==> src/rtl/pba_pkg.sv <==
package pba_pkg;

    // default map size in 64-bit words
    localparam int PBA_MAP_WORDS = 256;

    // request codes
    localparam logic [1:0] FUNC_ALLOC_LO = 2'd0;
    localparam logic [1:0] FUNC_ALLOC_HI = 2'd1;
    localparam logic [1:0] FUNC_FREE     = 2'd2;
    localparam logic [1:0] FUNC_RESERVE  = 2'd3;

    typedef struct packed {
        logic [1:0]  func;
        logic [13:0] page_index;
        logic [14:0] count;
    } t_in;

    typedef struct packed {
        logic        ok;
        logic [13:0] first_page;
    } t_out;

    typedef enum logic [2:0] {
        ST_CLEAR,
        ST_IDLE,
        ST_SCAN,
        ST_WR_RD,
        ST_WR_WR
    } t_state;

    // controller to datapath
    typedef struct packed {
        logic clr;
        logic load;
        logic scan;
        logic wr_rd;
        logic wr_wr;
        logic fin;
        logic fin_ok;
    } t_cmd;

    // datapath to controller
    typedef struct packed {
        logic clr_last;
        logic bad_n;
        logic found;
        logic scan_end;
        logic w_done;
    } t_sts;

endpackage

==> src/rtl/pba_ctrl.sv <==
module pba_ctrl (
    input  logic          i_clk,
    input  logic          i_rst_n,
    input  logic          i_start,
    input  logic [1:0]    i_func,
    input  pba_pkg::t_sts i_sts,
    output pba_pkg::t_cmd o_cmd,
    output logic          o_busy
);
    import pba_pkg::*;

    t_state r_state;
    t_state n_state;

    always_ff @(posedge i_clk) begin
        if (!i_rst_n) begin
            r_state <= ST_CLEAR;
        end else begin
            r_state <= n_state;
        end
    end

    always_comb begin
        n_state = r_state;
        o_cmd   = '0;
        o_busy  = 1'b1;
        unique case (r_state)
            ST_CLEAR: begin
                o_cmd.clr = 1'b1;
                if (i_sts.clr_last) begin
                    n_state = ST_IDLE;
                end
            end
            ST_IDLE: begin
                o_busy = 1'b0;
                if (i_start) begin
                    o_cmd.load = 1'b1;
                    if (i_func == FUNC_ALLOC_LO || i_func == FUNC_ALLOC_HI) begin
                        n_state = ST_SCAN;
                    end else begin
                        n_state = ST_WR_RD;
                    end
                end
            end
            ST_SCAN: begin
                if (i_sts.bad_n) begin
                    o_cmd.fin = 1'b1;
                    n_state   = ST_IDLE;
                end else if (i_sts.found) begin
                    o_cmd.scan = 1'b1;
                    n_state    = ST_WR_RD;
                end else if (i_sts.scan_end) begin
                    o_cmd.fin = 1'b1;
                    n_state   = ST_IDLE;
                end else begin
                    o_cmd.scan = 1'b1;
                end
            end
            ST_WR_RD: begin
                if (i_sts.w_done) begin
                    o_cmd.fin    = 1'b1;
                    o_cmd.fin_ok = 1'b1;
                    n_state      = ST_IDLE;
                end else begin
                    o_cmd.wr_rd = 1'b1;
                    n_state     = ST_WR_WR;
                end
            end
            ST_WR_WR: begin
                o_cmd.wr_wr = 1'b1;
                n_state     = ST_WR_RD;
            end
            default: begin
                n_state = ST_IDLE;
            end
        endcase
    end

endmodule

==> config.mk <==
export PLATFORM = sky130hd
export DESIGN_NAME = pba_ctrl
export DESIGN_NICKNAME = d
export VERILOG_FILES = /design/src/rtl/pba_pkg.sv /design/src/rtl/pba_ctrl.sv
export SDC_FILE = /design/constraint.sdc
export NUM_CORES = 1
export LEC_CHECK = 0
export BUFFER_PORTS_ARGS = -buffer_cell sky130_fd_sc_hd__buf_2
export CAP_MARGIN = 0
export CORE_AREA = 2 2 39 41
export CTS_CLUSTER_DIAMETER = 50
export CTS_CLUSTER_SIZE = 40
export DETAILED_ROUTE_END_ITERATION = 7
export DIE_AREA = 0 0 41 43
export PLACE_DENSITY = 0.49
export SLEW_MARGIN = 5
export SYNTH_ARGS = -nofsm -noshare
export SYNTH_HDL_FRONTEND = slang
export SYNTH_SLANG_ARGS = --single-unit
==> constraint.sdc <==
create_clock -name i_clk -period 2.4 [get_ports i_clk]
set_clock_uncertainty 0.1 [all_clocks]
set_input_delay 0 -clock i_clk [delete_from_list [all_inputs] [get_ports i_clk]]
set_output_delay 0 -clock i_clk [all_outputs]
set_load 0.02 [all_outputs]
==> results of run 1 <==
-- final timing paths --
path	cells past startpoint	start	endpoint	slack, ns
min reg2reg	2	r_state[0]	r_state[1]	0.53
max	3	r_state[1]	o_cmd[4]	0.76
max reg2reg	3	r_state[1]	r_state[0]	0.88
min	3	i_sts[0]	r_state[2]	0.007
-- power by group through the flow --
| stage | logic [µW] | registers, µW | clock network [µW] |
|---|---|---|---|
| floorplan | 38.4 | 54.7 | 0 |
| global placement | 47.2 | 61.2 | 0 |
| detailed placement | 47.6 | 61.1 | 0 |
| CTS | 50.1 | 60.3 | 96.0 |
| global route | 54.8 | 61.4 | 101 |
| finish | 49.3 | 60.4 | 90.6 |
-- metrics by stage --
step | cell area, µm² | power (µW)
global placement | 339.1 | 108.5
global route | 385.4 | 217.7
finish | 385.4 | 200.3
CTS | 385.4 | 206.4
detailed placement | 339.1 | 108.7
floorplan | 262.8 | 93.12
-- cell usage after synthesis --
cell type | instances | area, µm²
nor3_1 | 4 | 20.02
dfxtp_1 | 3 | 60.06
a21oi_1 | 2 | 10.01
and3_2 | 2 | 15.01
nor2b_1 | 2 | 12.51
and2_1 | 1 | 6.260
buf_2 | 1 | 5.000
buf_4 | 1 | 7.510
buf_6 | 1 | 11.26
inv_1 | 1 | 3.750
inv_4 | 1 | 6.260
mux2_2 | 1 | 11.26
mux2i_1 | 1 | 10.01
nand2_1 | 1 | 3.750
nor2_1 | 1 | 3.750
nor3b_2 | 1 | 12.51
nor4_1 | 1 | 6.260
o2111a_1 | 1 | 11.26
o21ai_0 | 1 | 5.000
o21bai_1 | 1 | 7.510
o311ai_0 | 1 | 8.760
o41ai_1 | 1 | 8.760
or3b_1 | 1 | 8.760
or4_1 | 1 | 7.510
-- repair_timing --
item,CTS,global route
hold buffers,2,0
hold endpoints to repair,3,0
setup endpoints to repair,0,0
-- per-layer routing --
layer  wire (µm)  GRT usage (%)  up-vias
li1            -              -      156
met1         322          11.22      133
met2         313          12.50       13
met3          36          3.141        0
met4           0          10.00        0
met5           0              0        -
-- logic make-up (layout without fill, tap and decap cells) --
| logic type | Yosys count | after routing | synth area share (%) |
|---|---|---|---|
| DFF | 3 | 3 | 22.86 |
| AOI/OAI and AO/OA | 7 | 7 | 19.52 |
| buffers and inverters | 5 | 24 | 12.86 |
| and+or+nand+nor | 15 | 15 | 36.67 |
| muxes | 2 | 2 | 8.095 |
-- layout make-up --
class                           count  area (µm²)
Inverter                            2       10.01
Sequential cell                     3       60.06
Timing Repair Buffer               18       100.1
Fill cell                         170       998.5
Multi-Input combinational cell     24       168.9
Clock buffer                        4       26.28
Tap cell                           16       20.02
-- critical path, cell delays in order, from the launching register on --
cell and delay (ns):
dfxtp_1 0.53, or3b_1 0.43, nor3_1 0.16, buf_2 0.19
==> impl_metrics.csv, run 1 <==
group,metric,value,unit
detailed_routing,final_antenna_net_count,0,
worst_setup_path,data_required_time_at_the_worst_endpoint,2.30,ns
die,num_rows,14,
die,ioPinCount,18,
timing,fin_crit,1.642,ns
finish,post_route_cells_drive_above_1_share,47.06,%
finish,final_cell_count_no_fill,67,
die,core,1384,µm²
cts,cts_resized,0,
pwr,internal_power,139.6,µW
pwr,power.share.switching,30.32,%
timing,rsz0062_at_grt,"no",
placement,place.port_buffers,16,
min_path,timing.hold.worst.class,"primary input to flip-flop",
synthesis,mappedNetlistNets,42,
cts,clk_path_buf_depth,2,
grt,global_route.usage.total,9.629,%
die,initial_utilization,18.99,%
job,cap_viol_max_count,0,
detailed_routing,drc_errors,0,
placement,dp.final_hpwl,524.7,µm
finish,ant_cells,0,
pwr,combinationalPowerShare,24.6,%
synthesis,syn_inst,32,
synthesis,register_bit_total_from_synthesis,3,
die,design.die.area,1763,µm²
grt,grt_pass1_wl,1076,µm
timing,setup_viol_count_final,0,
timing,finalCritPeriodShare,68.40,%
cts,clock_tree_from_tritoncts,"yes",
synthesis,ys_warn_count,0,
grt,globalRoute.totalOverflow,0,
timing,slew_limit_headroom,76.15,%
detailed_routing,drt_iter0_markers,3,
finish,reg.largest.list,"r_state: 3 flops",
finish,final_cell_mix,"16 x buf_2, 4 x nor3_1, 3 x clkbuf_4, 3 x dfxtp_1",
placement,gpl.final_weighted_congestion,0.7162,
timing,fin_tns_setup,0,ns
pwr,netSwitchingPower,60.73,µW
worst_setup_path,worst-path-max-fanout,10,
cts,cts_root_buf,"clkbuf_4",
timing,max_clock_freq,0.6092,GHz
worst_setup_path,crit_path_end_kind,"output pin",
cts,worst_setup_hold_path_clk_slew,0.04,ns
synthesis,synth_area,262.8,µm²
timing,hold_slack,0.007132,ns
pwr,pwr-share-seq,30.2,%
grt,antenna_violations_before_repair,0,
finish,max_flop_register,"r_state",
cts,cts_bufs_inserted,3,
timing,worst_slew_pin_slew,0.3573,ns
finish,finish.net_count,62,
die,die_width,41,µm
placement,dpl.cell_count,61,
grt,grt_start_max_net_pins,11,
worst_setup_path,critPathArrivalTime,1.54,ns
grt,grt_pass1_vias,276,
pwr,power.static_leakage,0.0001716,µW
synthesis,synth_seq_area_share,22.86,%
finish,final_core_util,27.85,%
detailed_routing,routed_wl,673,µm
detailed_routing,routed_via_density,4.507,
placement,dp_slack,0.8730,ns
detailed_routing,drt_pre_antenna_iters,2,
cts,insertion_delay,0.24,ns
timing,setup_ws,0.7584,ns
timing,final_max_slew_viol_count,0,
worst_setup_path,cp-start-kind,"flip-flop",
detailed_routing,routed-via-count,302,
cts,clock-sinks,3,
finish,final_common_cell,"buf_2",
synthesis,syn_avg_cell_area,8.211,µm²
finish,number_of_flip_flops_under_the_largest_register_name,3,
worst_setup_path,timing_worst_setup_path_type,"flip-flop to output pin",
cts,cts_max_level,1,
pwr,clkPwrFrac,45.2,%
outcome,run_status,"complete, no violations",
cts,post-cts-setup-buffers,0,
timing,timing_hold_violations_final,0,
finish,synthToLayoutAreaGrowth,46.67,%
die,floorplan.die.height,43,µm
pwr,power-per-cell-area,519.8,nW/µm²
pwr,vdd_drop_max,0.2171,mV
detailed_routing,wl_per_cell,10.04,µm
synthesis,synth_cell_types,24,
Power figures use the tool's default switching activity.
==> run 2, diff against run 1 <==
--- a/config.mk
+++ b/config.mk
@@ -12,7 +12,7 @@
 export CTS_CLUSTER_SIZE = 40
 export DETAILED_ROUTE_END_ITERATION = 7
 export DIE_AREA = 0 0 41 43
-export PLACE_DENSITY = 0.49
+export PLACE_DENSITY = 0.51
 export SLEW_MARGIN = 5
 export SYNTH_ARGS = -nofsm -noshare
 export SYNTH_HDL_FRONTEND = slang
==> constraint.sdc (replaced) <==
create_clock -name i_clk -period 1.49 [get_ports i_clk]
set_clock_uncertainty 0.1 [all_clocks]
set_input_delay 0 -clock i_clk [delete_from_list [all_inputs] [get_ports i_clk]]
set_output_delay 0 -clock i_clk [all_outputs]
set_load 0.02 [all_outputs]
==> run 2 against run 1 <==
Sequential share of layout area is 1.1 points lower. Wire length increased by 3.9%. Hold slack improved by 0.0079 ns. Non-clock buffer count grew 4. Sequential cell count unchanged. Sequential power grew 59%. Die area unchanged. Via count up 3.0%. Core utilization increased by 3.4 points. First-iteration DRC count is 100% lower. Design area increased by 12%. Critical path type unchanged.
==> impl_metrics.csv, run 2 (synthesis gave the netlist of run 1 again) <==
group,metric,value,unit
detailed_routing,final_antenna_net_count,0,
cts,cts_bufs_inserted,3,
grt,grt_use_met3,5.759,%
cts,cts_root_buf,"clkbuf_4",
die,initial_utilization,18.99,%
worst_setup_path,data_required_time_at_the_worst_endpoint,1.39,ns
worst_setup_path,critical_path_buf_inv_count,1,
timing,timing_hold_violations_final,0,
placement,dp.final_hpwl,534.2,µm
timing,fin_tns_setup,0,ns
grt,grt_pass1_vias,265,
cts,clk_path_buf_depth,2,
finish,finish.net_count,66,
pwr,power.static_leakage,0.0001974,µW
grt,grt_pass1_wl,986,µm
finish,ant_cells,0,
finish,final_cell_mix,"16 x buf_2, 4 x nor3_1, 4 x dlygate4sd3_1, 3 x clkbuf_4",
worst_setup_path,crit_family,"simple AND/OR/NAND/NOR gates",
timing,max_clock_freq,0.7091,GHz
placement,gpl.final_weighted_congestion,0.7499,
worst_setup_path,timing.critical_path.cells,"or3b_4, nor3_1, buf_2",
placement,dp_slack,0.08590,ns
die,core,1384,µm²
outcome,run_status,"complete, no violations",
grt,global_route.usage.total,8.325,%
finish,final_common_cell,"buf_2",
die,die_width,41,µm
worst_setup_path,worst-path-max-fanout,9,
worst_setup_path,worst-r2r-setup-slack,0.17,ns
timing,setup_viol_count_final,0,
cts,clock-sinks,3,
grt,grt_start_max_net_pins,10,
detailed_routing,drc_errors,0,
cts,clock_tree_from_tritoncts,"yes",
cts,cts_max_level,1,
grt,globalRoute.totalOverflow,0,
cts,insertion_delay,0.23,ns
detailed_routing,drt_iter0_markers,0,
grt,antenna_violations_before_repair,0,
timing,rsz0062_at_grt,"no",
grt,gr-usage-met1,11.22,%
timing,worst_slew_pin_slew,0.2946,ns
timing,fin_crit,1.410,ns
pwr,power-per-cell-area,759.7,nW/µm²
finish,reg.largest.list,"r_state: 3 flops",
timing,setup_ws,0.07985,ns
detailed_routing,routed-via-count,311,
worst_setup_path,timing_worst_setup_path_type,"flip-flop to output pin",
detailed_routing,drt_pre_antenna_iters,1,
pwr,vdd_drop_max,0.6133,mV
detailed_routing,wl_per_cell,9.845,µm
min_path,timing.hold.worst.class,"primary input to flip-flop",
timing,final_max_slew_viol_count,0,
worst_setup_path,critical_path.max_stage_delay,0.41,ns
die,num_rows,14,
cts,post-cts-setup-buffers,0,
job,cap_viol_max_count,0,
die,floorplan.die.height,43,µm
worst_setup_path,crit_slowest_cell,"or3b_4",
finish,max_flop_register,"r_state",
die,design.die.area,1763,µm²
worst_setup_path,critPathArrivalTime,1.31,ns
placement,place.port_buffers,16,
finish,fin_area,432.9,µm²
finish,synthToLayoutAreaGrowth,64.76,%
worst_setup_path,cp-start-kind,"flip-flop",
finish,post_route_cells_drive_above_1_share,54.55,%
grt,most_heavily_used_metal_layer_in_global_routing,"met1",
timing,slew_limit_headroom,80.11,%
cts,worst_setup_hold_path_clk_slew,0.03,ns
worst_setup_path,crit_path_end_kind,"output pin",
grt,grtUsageMet2,10.63,%
finish,number_of_flip_flops_under_the_largest_register_name,3,
timing,finalCritPeriodShare,94.64,%
die,ioPinCount,18,
detailed_routing,routed_via_density,4.380,
detailed_routing,routed_wl,699,µm
placement,placement.cell_area,354.1,µm²
run 2: area by class of cell:
cell class | count | area [µm²]
Clock buffer | 4 | 26.28
Inverter | 2 | 10.01
Fill cell | 157 | 950.9
Multi-Input combinational cell | 24 | 178.9
Sequential cell | 3 | 62.56
Timing Repair Buffer | 22 | 135.1
Tap cell | 16 | 20.02
run 2: through the flow:
step | hold WS, ns | utilization, % | instances | power (µW)
2_1_floorplan | -0.01133 | - | 32 | 150.0
3_3_place_gp | 0.1488 | 25.59 | 63 | 177.5
3_5_place_dp | 0.1541 | 25.59 | 63 | 177.7
4_1_cts | 0.01184 | 30.47 | 71 | 334.3
5_1_grt | 0.02596 | 31.28 | 71 | 356.1
6_report | 0.01507 | 31.28 | 71 | 328.9
run 2: tightest hold or removal path: stages:
cell and delay, ns:
buf_2 0.08, o41ai_1 0.06, nor3_1 0.15
run 2: what timing repair did:
item / in CTS / in global routing
hold buffers: 4 / 0
endpoints found under the hold margin: 3 / 0
setup endpoints to repair: 1 / 2
gates resized for setup: 1 / 4
run 2: worst paths after layout:
path	startpoint	end	depth (start not counted)
min	i_sts[4]	r_state[0]	3
max	r_state[0]	o_cmd[4]	3
max reg2reg	r_state[0]	r_state[1]	3
min reg2reg	r_state[0]	r_state[1]	2
run 2: layer usage:
| metal | up-vias | wire length, µm | part of all wire (%) |
|---|---|---|---|
| met5 | - | 0 | 0 |
| met4 | 0 | 0 | 0 |
| met3 | 0 | 68 | 9.7 |
| met2 | 15 | 271 | 39 |
| met1 | 130 | 359 | 51 |
| li1 | 166 | - | - |
run 2: where the power goes:
| part | internal [µW] | total (µW) | switching, µW |
|---|---|---|---|
| sequential | 86.8 | 95.8 | 9.03 |
| combinational | 48.4 | 93.4 | 44.9 |
| clock | 100 | 140 | 39.5 |
